File: src/rtl/wpkdh_pkg.sv
package wpkdh_pkg;

  // port widths fixed by the interface
  localparam int OUT_KEY_W  = 32;
  localparam int OUT_SLOT_W = 16;
  localparam int ATTEMPT_W  = 16;
  localparam int M_W        = 16;
  localparam int RADIX_W    = 8;
  localparam int CFG_DATA_W = 16;
  localparam int CFG_IDX_W  = 1;

  // configuration register indexes
  localparam logic [CFG_IDX_W-1:0] REG_TABLE_SIZE = 1'b0;
  localparam logic [CFG_IDX_W-1:0] REG_RADIX      = 1'b1;

  localparam logic [M_W-1:0]     TABLE_RESET = 16'd11;
  localparam logic [RADIX_W-1:0] RADIX_RESET = 8'd53;

  // request function codes
  localparam logic [1:0] FUNC_BYTE  = 2'd0;
  localparam logic [1:0] FUNC_END   = 2'd1;
  localparam logic [1:0] FUNC_PROBE = 2'd2;

  // document bytes with a special meaning
  localparam logic [7:0] CHAR_SPACE   = 8'h20;
  localparam logic [7:0] CHAR_COMMA   = 8'h2C;
  localparam logic [7:0] CHAR_PERIOD  = 8'h2E;
  localparam logic [7:0] CHAR_NEWLINE = 8'h0A;

  // result kinds
  localparam logic KIND_END   = 1'b0;
  localparam logic KIND_PROBE = 1'b1;

  // command queue depth, a power of two
  localparam int Q_DEPTH = 2;

  typedef enum logic [1:0] {
    OP_CHAR,
    OP_DELIM,
    OP_END,
    OP_PROBE
  } cmd_op_t;

  typedef struct packed {
    cmd_op_t              op;
    logic [7:0]           char_byte;
    logic [ATTEMPT_W-1:0] attempt;
  } cmd_t;

  typedef struct packed {
    logic full;
    logic empty;
  } q_stat_t;

  typedef enum logic [2:0] {
    B_IDLE,
    B_MOD1,
    B_MOD2,
    B_PSUM,
    B_PMOD,
    B_PUSH
  } back_state_t;

endpackage

File: src/rtl/word_polynomial_key_double_hash_unit.sv
// Document key and double-hash slot unit.
// Input channel (in_valid/in_ready): in_func selects a document byte
// (in_char_byte), an end of document, or a probe request for attempt
// in_attempt. Space, comma and period close a word; newline is skipped.
// Result channel (out_valid/out_ready): one result per end-of-document or
// probe request, none for bytes. Configuration (cfg_we/cfg_index/cfg_wdata)
// sets table size and radix; the user writes it only while the unit is idle,
// and the unit itself does not enforce this. Requests pass through a two-entry
// command queue into the execution side. Byte requests sustain one per cycle
// while the execution side is idle; the Horner multiply-add is combinational.
// End of document and probe use the one-bit-per-cycle remainder unit of
// width DW = max(KEY_WIDTH, SLOT_WIDTH+17) (33 at default widths), run twice
// for the key and once for the probe slot. The result waits in an output
// register while out_ready is low; the queue keeps accepting requests until
// it fills. Synchronous reset clears the accumulators, the saved slot (0) and
// step (1), the queue and the output valid, and loads table size 11 and radix 53.
module word_polynomial_key_double_hash_unit import wpkdh_pkg::*; #(
  parameter int KEY_WIDTH  = 32,
  parameter int SLOT_WIDTH = 16
) (
  input  logic                  clk,
  input  logic                  rst_n,
  input  logic                  cfg_we,
  input  logic [CFG_IDX_W-1:0]  cfg_index,
  input  logic [CFG_DATA_W-1:0] cfg_wdata,
  input  logic                  in_valid,
  output logic                  in_ready,
  input  logic [1:0]            in_func,
  input  logic [7:0]            in_char_byte,
  input  logic [ATTEMPT_W-1:0]  in_attempt,
  output logic                  out_valid,
  input  logic                  out_ready,
  output logic                  out_result_kind,
  output logic [OUT_KEY_W-1:0]  out_doc_key,
  output logic [OUT_SLOT_W-1:0] out_first_slot,
  output logic [OUT_SLOT_W-1:0] out_probe_step,
  output logic [OUT_SLOT_W-1:0] out_slot
);

  logic [M_W-1:0]     table_size_r, table_size_nxt;
  logic [RADIX_W-1:0] radix_r, radix_nxt;
  q_stat_t            q_stat;
  logic               q_push;
  logic               q_pop;
  cmd_t               q_in_cmd;
  cmd_t               q_head_cmd;

  // configuration register decode
  always_comb begin
    table_size_nxt = table_size_r;
    radix_nxt      = radix_r;
    if (cfg_we) begin
      unique case (cfg_index)
        REG_TABLE_SIZE: table_size_nxt = cfg_wdata[M_W-1:0];
        REG_RADIX:      radix_nxt      = cfg_wdata[RADIX_W-1:0];
        default:        table_size_nxt = table_size_r;
      endcase
    end
  end

  always_ff @(posedge clk) begin
    if (!rst_n) begin
      table_size_r <= TABLE_RESET;
      radix_r      <= RADIX_RESET;
    end else begin
      table_size_r <= table_size_nxt;
      radix_r      <= radix_nxt;
    end
  end

  // request intake and classification
  wpkdh_front u_front (
    .in_valid     (in_valid),
    .in_ready     (in_ready),
    .in_func      (in_func),
    .in_char_byte (in_char_byte),
    .in_attempt   (in_attempt),
    .q_stat       (q_stat),
    .q_push       (q_push),
    .q_cmd        (q_in_cmd)
  );

  // command queue between intake and execution
  wpkdh_cmd_q u_cmd_q (
    .clk      (clk),
    .rst_n    (rst_n),
    .push     (q_push),
    .push_cmd (q_in_cmd),
    .pop      (q_pop),
    .head_cmd (q_head_cmd),
    .stat     (q_stat)
  );

  // execution side
  wpkdh_back #(
    .KEY_WIDTH  (KEY_WIDTH),
    .SLOT_WIDTH (SLOT_WIDTH)
  ) u_back (
    .clk             (clk),
    .rst_n           (rst_n),
    .table_size      (table_size_r),
    .radix           (radix_r),
    .q_stat          (q_stat),
    .q_cmd           (q_head_cmd),
    .q_pop           (q_pop),
    .out_valid       (out_valid),
    .out_ready       (out_ready),
    .out_result_kind (out_result_kind),
    .out_doc_key     (out_doc_key),
    .out_first_slot  (out_first_slot),
    .out_probe_step  (out_probe_step),
    .out_slot        (out_slot)
  );

endmodule

File: src/rtl/wpkdh_front.sv
module wpkdh_front import wpkdh_pkg::*; (
  input  logic                 in_valid,
  output logic                 in_ready,
  input  logic [1:0]           in_func,
  input  logic [7:0]           in_char_byte,
  input  logic [ATTEMPT_W-1:0] in_attempt,
  input  q_stat_t              q_stat,
  output logic                 q_push,
  output cmd_t                 q_cmd
);

  logic keep;

  // take a request whenever the queue has room
  assign in_ready = !q_stat.full;

  // classify the request; newlines and the unused code are dropped here
  always_comb begin
    keep              = 1'b1;
    q_cmd.op          = OP_CHAR;
    q_cmd.char_byte   = in_char_byte;
    q_cmd.attempt     = in_attempt;
    unique case (in_func)
      FUNC_BYTE: begin
        case (in_char_byte) inside
          CHAR_SPACE, CHAR_COMMA, CHAR_PERIOD: q_cmd.op = OP_DELIM;
          CHAR_NEWLINE:                        keep = 1'b0;
          default:                             q_cmd.op = OP_CHAR;
        endcase
      end
      FUNC_END:   q_cmd.op = OP_END;
      FUNC_PROBE: q_cmd.op = OP_PROBE;
      default:    keep = 1'b0;
    endcase
  end

  assign q_push = in_valid && in_ready && keep;

endmodule

File: src/rtl/wpkdh_cmd_q.sv
module wpkdh_cmd_q import wpkdh_pkg::*; (
  input  logic    clk,
  input  logic    rst_n,
  input  logic    push,
  input  cmd_t    push_cmd,
  input  logic    pop,
  output cmd_t    head_cmd,
  output q_stat_t stat
);

  localparam int PTR_W = (Q_DEPTH > 1) ? $clog2(Q_DEPTH) : 1;
  localparam int CNT_W = $clog2(Q_DEPTH + 1);

  cmd_t             mem_r [Q_DEPTH];
  logic [PTR_W-1:0] wr_ptr_r, wr_ptr_nxt;
  logic [PTR_W-1:0] rd_ptr_r, rd_ptr_nxt;
  logic [CNT_W-1:0] cnt_r, cnt_nxt;

  assign stat.full  = (cnt_r == CNT_W'(Q_DEPTH));
  assign stat.empty = (cnt_r == '0);
  assign head_cmd   = mem_r[rd_ptr_r];

  // pointer and fill count update
  always_comb begin
    wr_ptr_nxt = push ? PTR_W'(wr_ptr_r + 1'b1) : wr_ptr_r;
    rd_ptr_nxt = pop  ? PTR_W'(rd_ptr_r + 1'b1) : rd_ptr_r;
    cnt_nxt    = cnt_r;
    if (push && !pop) begin
      cnt_nxt = CNT_W'(cnt_r + 1'b1);
    end else if (pop && !push) begin
      cnt_nxt = CNT_W'(cnt_r - 1'b1);
    end
  end

  always_ff @(posedge clk) begin
    if (!rst_n) begin
      wr_ptr_r <= '0;
      rd_ptr_r <= '0;
      cnt_r    <= '0;
    end else begin
      wr_ptr_r <= wr_ptr_nxt;
      rd_ptr_r <= rd_ptr_nxt;
      cnt_r    <= cnt_nxt;
    end
  end

  // entry storage
  always_ff @(posedge clk) begin
    if (push) begin
      mem_r[wr_ptr_r] <= push_cmd;
    end
  end

`ifndef ASSERT_OFF
  a_no_overflow: assert property (@(posedge clk) disable iff (!rst_n)
    push |-> (!stat.full || pop))
    else $error("command queue written while full");
  a_no_underflow: assert property (@(posedge clk) disable iff (!rst_n)
    pop |-> !stat.empty)
    else $error("command queue read while empty");
`endif

endmodule

File: src/rtl/wpkdh_rem.sv
module wpkdh_rem import wpkdh_pkg::*; #(
  parameter int DW = 33
) (
  input  logic           clk,
  input  logic           rst_n,
  input  logic           start,
  input  logic [DW-1:0]  dividend,
  input  logic [M_W-1:0] divisor,
  output logic           busy,
  output logic           done,
  output logic [M_W-1:0] rem
);

  localparam int CW = $clog2(DW + 1);

  logic          busy_r, busy_nxt;
  logic          done_r, done_nxt;
  logic [CW-1:0] cnt_r, cnt_nxt;
  logic [DW-1:0] dvd_r;
  logic [M_W-1:0] dvs_r;
  logic [M_W-1:0] rem_r, rem_nxt;
  logic [M_W:0]  trial;
  logic [M_W:0]  diff;

  // one restoring step: shift in the next dividend bit, subtract if it fits
  always_comb begin
    trial   = {rem_r, dvd_r[DW-1]};
    diff    = trial - {1'b0, dvs_r};
    rem_nxt = (trial >= {1'b0, dvs_r}) ? diff[M_W-1:0] : trial[M_W-1:0];
  end

  // iteration control
  always_comb begin
    busy_nxt = busy_r;
    done_nxt = 1'b0;
    cnt_nxt  = cnt_r;
    if (start) begin
      busy_nxt = 1'b1;
      cnt_nxt  = CW'(DW);
    end else if (busy_r) begin
      cnt_nxt = CW'(cnt_r - 1'b1);
      if (cnt_r == CW'(1)) begin
        busy_nxt = 1'b0;
        done_nxt = 1'b1;
      end
    end
  end

  always_ff @(posedge clk) begin
    if (!rst_n) begin
      busy_r <= 1'b0;
      done_r <= 1'b0;
      cnt_r  <= '0;
    end else begin
      busy_r <= busy_nxt;
      done_r <= done_nxt;
      cnt_r  <= cnt_nxt;
    end
  end

  // operand and partial remainder registers
  always_ff @(posedge clk) begin
    if (start) begin
      dvd_r <= dividend;
      dvs_r <= divisor;
      rem_r <= '0;
    end else if (busy_r) begin
      dvd_r <= {dvd_r[DW-2:0], 1'b0};
      rem_r <= rem_nxt;
    end
  end

  assign busy = busy_r;
  assign done = done_r;
  assign rem  = rem_r;

`ifndef ASSERT_OFF
  a_start_idle: assert property (@(posedge clk) disable iff (!rst_n)
    start |-> !busy_r)
    else $error("remainder unit started while busy");
  a_rem_below_divisor: assert property (@(posedge clk) disable iff (!rst_n)
    (done_r && dvs_r != '0) |-> (rem_r < dvs_r))
    else $error("remainder not below divisor");
`endif

endmodule

File: src/rtl/wpkdh_back.sv
module wpkdh_back import wpkdh_pkg::*; #(
  parameter int KEY_WIDTH  = 32,
  parameter int SLOT_WIDTH = 16
) (
  input  logic                  clk,
  input  logic                  rst_n,
  input  logic [M_W-1:0]        table_size,
  input  logic [RADIX_W-1:0]    radix,
  input  q_stat_t               q_stat,
  input  cmd_t                  q_cmd,
  output logic                  q_pop,
  output logic                  out_valid,
  input  logic                  out_ready,
  output logic                  out_result_kind,
  output logic [OUT_KEY_W-1:0]  out_doc_key,
  output logic [OUT_SLOT_W-1:0] out_first_slot,
  output logic [OUT_SLOT_W-1:0] out_probe_step,
  output logic [OUT_SLOT_W-1:0] out_slot
);

  localparam int PROD_W = SLOT_WIDTH + ATTEMPT_W;
  localparam int SUM_W  = PROD_W + 1;
  localparam int DW     = (KEY_WIDTH > SUM_W) ? KEY_WIDTH : SUM_W;

  back_state_t           state_r, state_nxt;
  logic                  kind_r;
  logic [KEY_WIDTH-1:0]  word_acc_r;
  logic [KEY_WIDTH-1:0]  doc_acc_r;
  logic [SLOT_WIDTH-1:0] saved_first_r;
  logic [SLOT_WIDTH-1:0] saved_step_r;
  logic [M_W-1:0]        first_r;
  logic [PROD_W-1:0]     prod_r;
  logic                  out_valid_r;

  logic                  head_go;
  logic                  slot_free;
  logic                  push;
  logic [KEY_WIDTH-1:0]  horner;
  logic                  rem_start;
  logic [DW-1:0]         rem_dividend;
  logic [M_W-1:0]        rem_divisor;
  logic                  rem_busy;
  logic                  rem_done;
  logic [M_W-1:0]        rem_val;

  logic [M_W-1:0]        end_first;
  logic [M_W:0]          end_step;
  logic [SLOT_WIDTH-1:0] end_first_s;
  logic [SLOT_WIDTH-1:0] end_step_s;
  logic [SLOT_WIDTH-1:0] probe_slot_s;

  assign head_go   = (state_r == B_IDLE) && !q_stat.empty;
  assign q_pop     = head_go;
  assign slot_free = !out_valid_r || out_ready;
  assign push      = (state_r == B_PUSH) && slot_free;

  // word key step: acc * radix + byte
  assign horner = word_acc_r * KEY_WIDTH'(radix) + KEY_WIDTH'(q_cmd.char_byte);

  // shared iterative remainder
  wpkdh_rem #(
    .DW (DW)
  ) u_rem (
    .clk      (clk),
    .rst_n    (rst_n),
    .start    (rem_start),
    .dividend (rem_dividend),
    .divisor  (rem_divisor),
    .busy     (rem_busy),
    .done     (rem_done),
    .rem      (rem_val)
  );

  // next state
  always_comb begin
    state_nxt = state_r;
    unique case (state_r)
      B_IDLE: begin
        if (head_go && q_cmd.op == OP_END) begin
          state_nxt = B_MOD1;
        end else if (head_go && q_cmd.op == OP_PROBE) begin
          state_nxt = B_PSUM;
        end
      end
      B_MOD1: if (rem_done) state_nxt = B_MOD2;
      B_MOD2: if (rem_done) state_nxt = B_PUSH;
      B_PSUM: state_nxt = B_PMOD;
      B_PMOD: if (rem_done) state_nxt = B_PUSH;
      B_PUSH: if (slot_free) state_nxt = B_IDLE;
      default: state_nxt = B_IDLE;
    endcase
  end

  // remainder unit requests per state
  always_comb begin
    rem_start    = 1'b0;
    rem_dividend = DW'(doc_acc_r);
    rem_divisor  = table_size;
    unique case (state_r)
      B_IDLE: rem_start = head_go && (q_cmd.op == OP_END);
      B_MOD1: begin
        rem_start   = rem_done;
        rem_divisor = M_W'(table_size - 1'b1);
      end
      B_PSUM: begin
        rem_start    = 1'b1;
        rem_dividend = DW'(SUM_W'(prod_r) + SUM_W'(saved_first_r));
      end
      B_MOD2, B_PMOD, B_PUSH: rem_start = 1'b0;
      default: rem_start = 1'b0;
    endcase
  end

  // end-of-document slot and step, probe slot
  always_comb begin
    end_first    = (table_size == '0) ? '0 : first_r;
    end_step     = (table_size >= M_W'(2)) ? ({1'b0, rem_val} + 1'b1) : (M_W + 1)'(1);
    end_first_s  = SLOT_WIDTH'(end_first);
    end_step_s   = SLOT_WIDTH'(end_step);
    probe_slot_s = (table_size == '0) ? '0 : SLOT_WIDTH'(rem_val);
  end

  always_ff @(posedge clk) begin
    if (!rst_n) begin
      state_r <= B_IDLE;
    end else begin
      state_r <= state_nxt;
    end
  end

  // accumulators and saved probe values
  always_ff @(posedge clk) begin
    if (!rst_n) begin
      word_acc_r    <= '0;
      doc_acc_r     <= '0;
      saved_first_r <= '0;
      saved_step_r  <= SLOT_WIDTH'(1);
      kind_r        <= KIND_END;
      out_valid_r   <= 1'b0;
    end else begin
      if (head_go) begin
        case (q_cmd.op)
          OP_CHAR:  word_acc_r <= horner;
          OP_DELIM: begin
            doc_acc_r  <= doc_acc_r + word_acc_r;
            word_acc_r <= '0;
          end
          OP_END:   kind_r <= KIND_END;
          default:  kind_r <= KIND_PROBE;
        endcase
      end
      if (push && kind_r == KIND_END) begin
        saved_first_r <= end_first_s;
        saved_step_r  <= end_step_s;
        doc_acc_r     <= '0;
        word_acc_r    <= '0;
      end
      if (push) begin
        out_valid_r <= 1'b1;
      end else if (out_ready) begin
        out_valid_r <= 1'b0;
      end
    end
  end

  // working registers and result payload
  always_ff @(posedge clk) begin
    if (head_go && q_cmd.op == OP_PROBE) begin
      prod_r <= PROD_W'(q_cmd.attempt) * PROD_W'(saved_step_r);
    end
    if (state_r == B_MOD1 && rem_done) begin
      first_r <= rem_val;
    end
    if (push) begin
      out_result_kind <= kind_r;
      if (kind_r == KIND_END) begin
        out_doc_key    <= OUT_KEY_W'(doc_acc_r);
        out_first_slot <= OUT_SLOT_W'(end_first_s);
        out_probe_step <= OUT_SLOT_W'(end_step_s);
        out_slot       <= OUT_SLOT_W'(end_first_s);
      end else begin
        out_doc_key    <= '0;
        out_first_slot <= OUT_SLOT_W'(saved_first_r);
        out_probe_step <= OUT_SLOT_W'(saved_step_r);
        out_slot       <= OUT_SLOT_W'(probe_slot_s);
      end
    end
  end

  assign out_valid = out_valid_r;

`ifndef ASSERT_OFF
  a_hold_on_stall: assert property (@(posedge clk) disable iff (!rst_n)
    (state_r == B_PUSH && !slot_free) |=> (state_r == B_PUSH))
    else $error("result dropped while output stalled");
  a_rem_idle_at_push: assert property (@(posedge clk) disable iff (!rst_n)
    (state_r == B_PUSH || state_r == B_IDLE) |-> !rem_busy)
    else $error("remainder unit busy outside a computation");
`endif

endmodule
File: config.mk
export PLATFORM = sky130hd
export DESIGN_NAME = word_polynomial_key_double_hash_unit
export DESIGN_NICKNAME = d
export VERILOG_FILES = /design/src/rtl/wpkdh_pkg.sv /design/src/rtl/word_polynomial_key_double_hash_unit.sv /design/src/rtl/wpkdh_front.sv /design/src/rtl/wpkdh_cmd_q.sv /design/src/rtl/wpkdh_rem.sv /design/src/rtl/wpkdh_back.sv
export SDC_FILE = /design/constraint.sdc
export NUM_CORES = 2
export LEC_CHECK = 0
export ABC_AREA = 1
export BUFFER_PORTS_ARGS = -buffer_cell sky130_fd_sc_hd__buf_2
export CORE_MARGIN = 2
export CORE_UTILIZATION = 44
export DETAILED_ROUTE_END_ITERATION = 6
export PLACE_DENSITY = 0.69
export SKIP_CTS_REPAIR_TIMING = 1
export SYNTH_ARGS = -nofsm -noshare
export SYNTH_HDL_FRONTEND = slang
export SYNTH_HIERARCHICAL = 1
export SYNTH_SLANG_ARGS = --single-unit
File: constraint.sdc
create_clock -name clk -period 9.2 [get_ports clk]
set_input_delay 0.46 -clock clk [delete_from_list [all_inputs] [get_ports clk]]
set_output_delay 0.46 -clock clk [all_outputs]
set_load 0.005 [all_outputs]
### Yosys cells after proc, flatten, opt, wreduce, memory -nomap -nowiden

Memories as Yosys holds them, arrays and structs flattened. A register that Yosys moved wholly into a read port is not among the register bits.
Cells that the tools add are included.
W data, S select, Z words.

| operators by class | value |
|---|---|
| add/subtract/negate cells | 11 |
| multiply operators | 2 |
| order comparisons | 2 |
| eq/ne operators | 20 |
| muxes and demuxes | 39 |
| bitwise logic cells | 5 |
| reductions and logical operators | 38 |

Operator list:

| kind | number |
|---|---|
| $mux W16 | 8 |
| $mux W33 | 3 |
| $pmux W32 S2 | 1 |
| $add A32 B16 Y33 | 1 |
| $add A32 B32 Y32 | 1 |
| $add A32 B8 Y32 | 1 |
| $mul A16 B16 Y32 | 1 |
| $mul A32 B8 Y32 | 1 |
| $eq A8 B6 Y1 const B | 3 |
| $ge A17 B16 Y1 | 1 |
| $add A16 B1 Y16 const B | 1 |
| $ge A16 B2 Y1 const B | 1 |
| $logic_not A16 Y1 | 1 |
| $sub A16 B1 Y16 const B | 1 |
| $sub A16 B16 Y16 | 1 |
| $mux W3 | 5 |
| $pmux W3 S5 | 1 |
| $mux W1 | 13 |
| $mux W6 | 2 |
| $logic_and A1 B1 Y1 | 10 |
| $reduce_and A2 Y1 | 5 |
| $reduce_or A2 Y1 | 5 |
| $eq A2 B2 Y1 const B | 4 |
| $eq A8 B4 Y1 const B | 1 |
| other kinds (24) | 45 |

| word-level totals | value |
|---|---|
| flip-flop bits (word level) | 331 |
| RAM bits | 52 |
| bits of input ports | 48 |
| memories kept | 1 |

Memory list:

| memory | depth | bits a word | rd ports | clocked after Yosys merged registers in | wr ports | line | RTL |
|---|---|---|---|---|---|---|---|
| u_cmd_q.mem_r | 2 | 26 | 1 | 1 | 1 | wpkdh_cmd_q.sv:14 | `cmd_t mem_r [Q_DEPTH];` |

### Depth between registers and ports, before layout

| logic depth | value |
|---|---|
| depth after elaboration | 9 |
| gate-level depth with buffers | 28 |
| gate-level depth less buffers | 24 |

### Modules after synthesis

The synthesis kept the hierarchy.

By module, submodules not included:

| module | times used | cells each | area an instance (sq um) | sequential area each (sq um) |
|---|---|---|---|---|
| wpkdh_back | 1 | 4,113 | 29,881.2 | 5,895.7 |
| wpkdh_rem | 1 | 520 | 4,149.0 | 1,951.9 |
| wpkdh_cmd_q | 1 | 116 | 2,208.4 | 1,661.6 |
| word_polynomial_key_double_hash_unit | 1 | 134 | 953.4 | 480.5 |
| wpkdh_front | 1 | 52 | 314.1 | 0.0 |

### Least setup slack after synthesis

No wires, ideal clock.

| path | value |
|---|---|
| kind | register -> register |
| start point | register (tool-made name) |
| end point | register u_back.prod_r[30] (data pin) |
| library setup time | 0.262 ns |
| arrival time | 5.585 ns |
| data required time | 8.938 ns |
| path slack | 3.353 ns |
| cell stages (with the launch flop) | 25 |
| buffers on the path | 4 |
| clock period less this slack | 5.847 ns |
| cells stage by stage | dfxtp_1 > buf_6 > buf_12 > mux2_4 > clkbuf_1 > clkbuf_1 > nand2_1 > fa_1 > fa_1 > inv_1 > fa_1 > fa_1 > fa_1 > inv_1 > fa_1 > inv_1 > ha_1 > nand2_1 > inv_1 > nand2_1 > nor3_1 > nand4_1 > nand3_1 > a21oi_1 > xor2_1 |

RTL lines:

| what | line | RTL |
|---|---|---|
| to (signal assigned) | wpkdh_back.sv:169 | `prod_r <= PROD_W'(q_cmd.attempt) * PROD_W'(saved_step_r);` |
| to (decl) | wpkdh_back.sv:32 | `logic [PROD_W-1:0] prod_r;` |

==> impl_metrics.ini <==
[run]
number_of_max_capacitance_violations_reported = 0

[clocking]
cts.sinks = 384
worstSkewPairLatency_ps = 600
cts_tree = done
worst_setup_hold_path_clk_slew_ps = 60
ctsRootBufferMaster = clkbuf_16
htree_num_levels = 2
cts.path.max_buffers = 3
numCtsBuffers = 45

[timing]
max_freq_mhz = 149
worst-slew-pin-transition_ps = 1140
period_share_pct = 72.7
layout_min_cycle_time_ps = 6690
max_slew_margin_pct = 23.7
fin_skew_ps = 29.6
finalMaxSlewViolations = 0
finalSetupViolations = 0
finalHoldViolCount = 0
final.hold.worst_slack_ps = 51.6
grt_setup_unrepaired = no
summed_negative_setup_slack_over_all_endpoints_ps = 0

[yosys]
synthFlopType = edfxtp_1
ys_warn_count = 6
synthXorXnorAreaFrac_pct = 1.75
yosys.cell_types.count = 56
synthArstFlopShare_pct = 0
yosys.area_share.simple_pct = 22.7
synth_top_family_by_area = adder cells
synth.avg_cell_area_um2 = 7.60
synthesis.nets = 5582
synth.ff_latch_count = 384
syn-cell-area_mm2 = 0.0375
post_synth_inst_count = 4935
post_synthesis_compound_gate_area_fraction_pct = 6.56
yosys.area_share.adder_pct = 27.2
number_of_flops_mapped_to_enable_cells_by_yosys = 230
ys_seq_area_share_pct = 26.6
synth.area.mux_share_pct = 0.981

[drt]
wirelength_um = 102000
wire_per_inst_um = 16.8
drtPass1Iterations = 5
first_iter_violations = 2513
post-route-drc-count = 0
detail_route.vias_per_cell = 5.04
final_antenna_net_count = 0
routed-via-count = 30747

[place]
port_buffers = 130
globalplace.congestion = 0.962
place_hpwl_um = 79400

[floorplanning]
dieArea_mm2 = 0.0876
initial_core_util_pct = 44.2
dieWidth_um = 296
dieHeight_um = 296
floorplan.rows = 107
num_io_pins = 131
core_area_mm2 = 0.0849

[pwr]
power_mw = 6.63
ir_worst_vdd_mv = 0.170
power_density_mw_per_mm2 = 165
power.static_leakage_nw = 21.1

[final_layout]
multi_input_area_mm2 = 0.0222
seqCellArea_mm2 = 0.0100
fin_nets = 5566
post_route_cells_drive_above_1_share_pct = 6.68
area_delta_synth_final_pct = 7.13
antennaDiodeCount = 0
fillerInstances = 8479

[global_routing]
met2_usage_pct = 38.3
via_count_of_the_first_global_routing_pass = 30535
grt_antenna_before_repair = 4
grt_first_pass_wirelength_um = 164000
grt.busiest_layer = met2
gr-total-overflow = 0
grtUsageTotal_pct = 23.8
grt_start_max_net_pins = 82
met3_layer_usage_reported_by_global_route_pct = 2.77
grt_util_met1_pct = 33.8

[critical_path]
path_max_fanout = 26
critPathCaptureType = flop
worst-path-buf-inv = 5
crit_arrival_ps = 7020
slowest_stage = dfxtp_2
critical_path.max_stage_delay_ps = 940
worstPathRequired_ps = 9530
critical_path_class = reg2reg
path_cells = mux2_2 > nand2_1 > inv_1 > fa_1 > inv_1 > fa_1 > inv_1 > fa_1 > fa_1 > fa_1 > inv_1 > fa_1 > inv_1 > ha_1 > a21oi_1 > o21ai_0 > a21oi_1 > nand3_1 > a21oi_1 > xnor2_1
crit_family = adder cells
worstSetupStartpointType = flop
crit_path_frequent_cell = fa_1

[run_status]
outcome = complete, no violations

[min_path]
worstHoldPathType = in2reg
## cell type report
type                    count  share of cell area, %
well taps                1144                   3.56
inverters                1139                   10.7
multi-input cells        3201                   55.3
flip-flops and latches    384                   24.9
clock buffers              51                   2.91
clock inverters            32                  0.750
repair buffers            148                   1.96
## metrics by stage
step,util [%],setup WS [ps],area [um2],std cells
floorplan,-,3350,37500,4935
global placement,45.6,2610,38700,6016
detailed placement,45.6,2530,38700,6016
CTS,47.3,2500,40200,6099
global route,47.3,2160,40200,6099
finish,47.3,2510,40200,6099
## layer usage
metal | vias to the layer above | part of all wire [%] | wire length, um
met5 | - | 0.011 | 11
met4 | 2 | 2.7 | 2760
met3 | 150 | 6.2 | 6390
met2 | 970 | 45 | 45700
met1 | 14662 | 46 | 47500
li1 | 14963 | - | -
## where the power goes
part / switching (mW) / leakage (nW) / internal, mW
combinational: 1.62 / 17.1 / 0.764
sequential: 0.273 / 3.36 / 2.16
clock: 0.795 / 0.707 / 1.01
## registers in the layout (all words and copies together) (netlist names), 16 cells and up, named ones only
signal / cells
u_back/saved_step_r: 16
u_cmd_q/mem_r: 52
u_back/doc_acc_r: 32
table_size_r: 16
u_back/saved_first_r: 16
u_back/word_acc_r: 32
u_back/out_slot: 16
u_back/first_r: 16
u_back/u_rem/rem: 16
u_back/out_doc_key: 32
u_back/prod_r: 32
u_back/u_rem/dvs_r: 16
u_back/out_probe_step: 16
u_back/u_rem/dvd_r: 33
u_back/out_first_slot: 16
## path summary, 6_finish.rpt
path                                                    from  cells past startpoint                        endpoint  slack (ps)
worst max-delay path                                    flop                     20     u_back/prod_r[26]$_DFFE_PP_        2510
worst min-delay path                          in_attempt[12]                      1  u_cmd_q/mem_r[0][12]$_DFFE_PP_          50
worst max register to register                          flop                     20     u_back/prod_r[26]$_DFFE_PP_        2510
worst min register to register  table_size_r[0]$_SDFFE_PN1P_                      2    table_size_r[0]$_SDFFE_PN1P_         470
## cell usage in the layout (no fill, tap or decap), drive strengths merged, types with 9 or more instances in the layout
master,n
xnor2,34
o31ai,12
nand3b,14
o21ai,179
nor2,305
xor2,41
a21boi,10
nor3,30
nor4,9
ha,239
dfxtp,154
edfxtp,230
nand3,265
inv,1141
a21oi,208
o21bai,15
or2,16
fa,360
nand2,1354
mux2,26
nand4,42
buf,148
clkinv,22
clkbuf,51
## worst reg2reg max path: stages, from the launching register on
cell and delay (ps):
dfxtp_2 940, mux2_2 640, nand2_1 140, inv_1 70, fa_1 530, inv_1 50
fa_1 530, inv_1 60, fa_1 500, fa_1 440, fa_1 490, inv_1 50
fa_1 480, inv_1 40, ha_1 330, a21oi_1 280, o21ai_0 180, a21oi_1 200
nand3_1 200, a21oi_1 210, xnor2_1 80
## logic make-up (layout without fill, tap and decap cells)
logic type,count (synthesis),count (layout)
simple gates,2046,2046
buf+inv,1350,1370
fa+ha+maj,599,599
compound gates,455,455
flops,384,384
xor+xnor,75,75
mux,26,26
## synth_stat cells (12+ instances only)
| master | number | area share (%) |
|---|---|---|
| o21ai_1 | 15 | 0.20 |
| buf_2 | 12 | 0.16 |
| nand3_1 | 254 | 3.4 |
| or2_2 | 15 | 0.25 |
| a21oi_1 | 207 | 2.8 |
| nor2_1 | 289 | 2.9 |
| xor2_1 | 41 | 0.96 |
| edfxtp_1 | 230 | 18 |
| nand4_1 | 42 | 0.70 |
| buf_4 | 32 | 0.64 |
| o21ai_0 | 162 | 2.2 |
| clkbuf_1 | 144 | 1.4 |
| dfxtp_1 | 154 | 8.2 |
| nor3_1 | 26 | 0.35 |
| fa_1 | 360 | 19 |
| inv_1 | 1128 | 11 |
| nand2_1 | 1339 | 13 |
| nand3b_1 | 14 | 0.28 |
| o31ai_1 | 12 | 0.24 |
| xnor2_1 | 34 | 0.79 |
| o21bai_1 | 15 | 0.30 |
| mux2_4 | 20 | 0.80 |
| ha_1 | 239 | 8.0 |
Power figures use the tool's default switching activity.
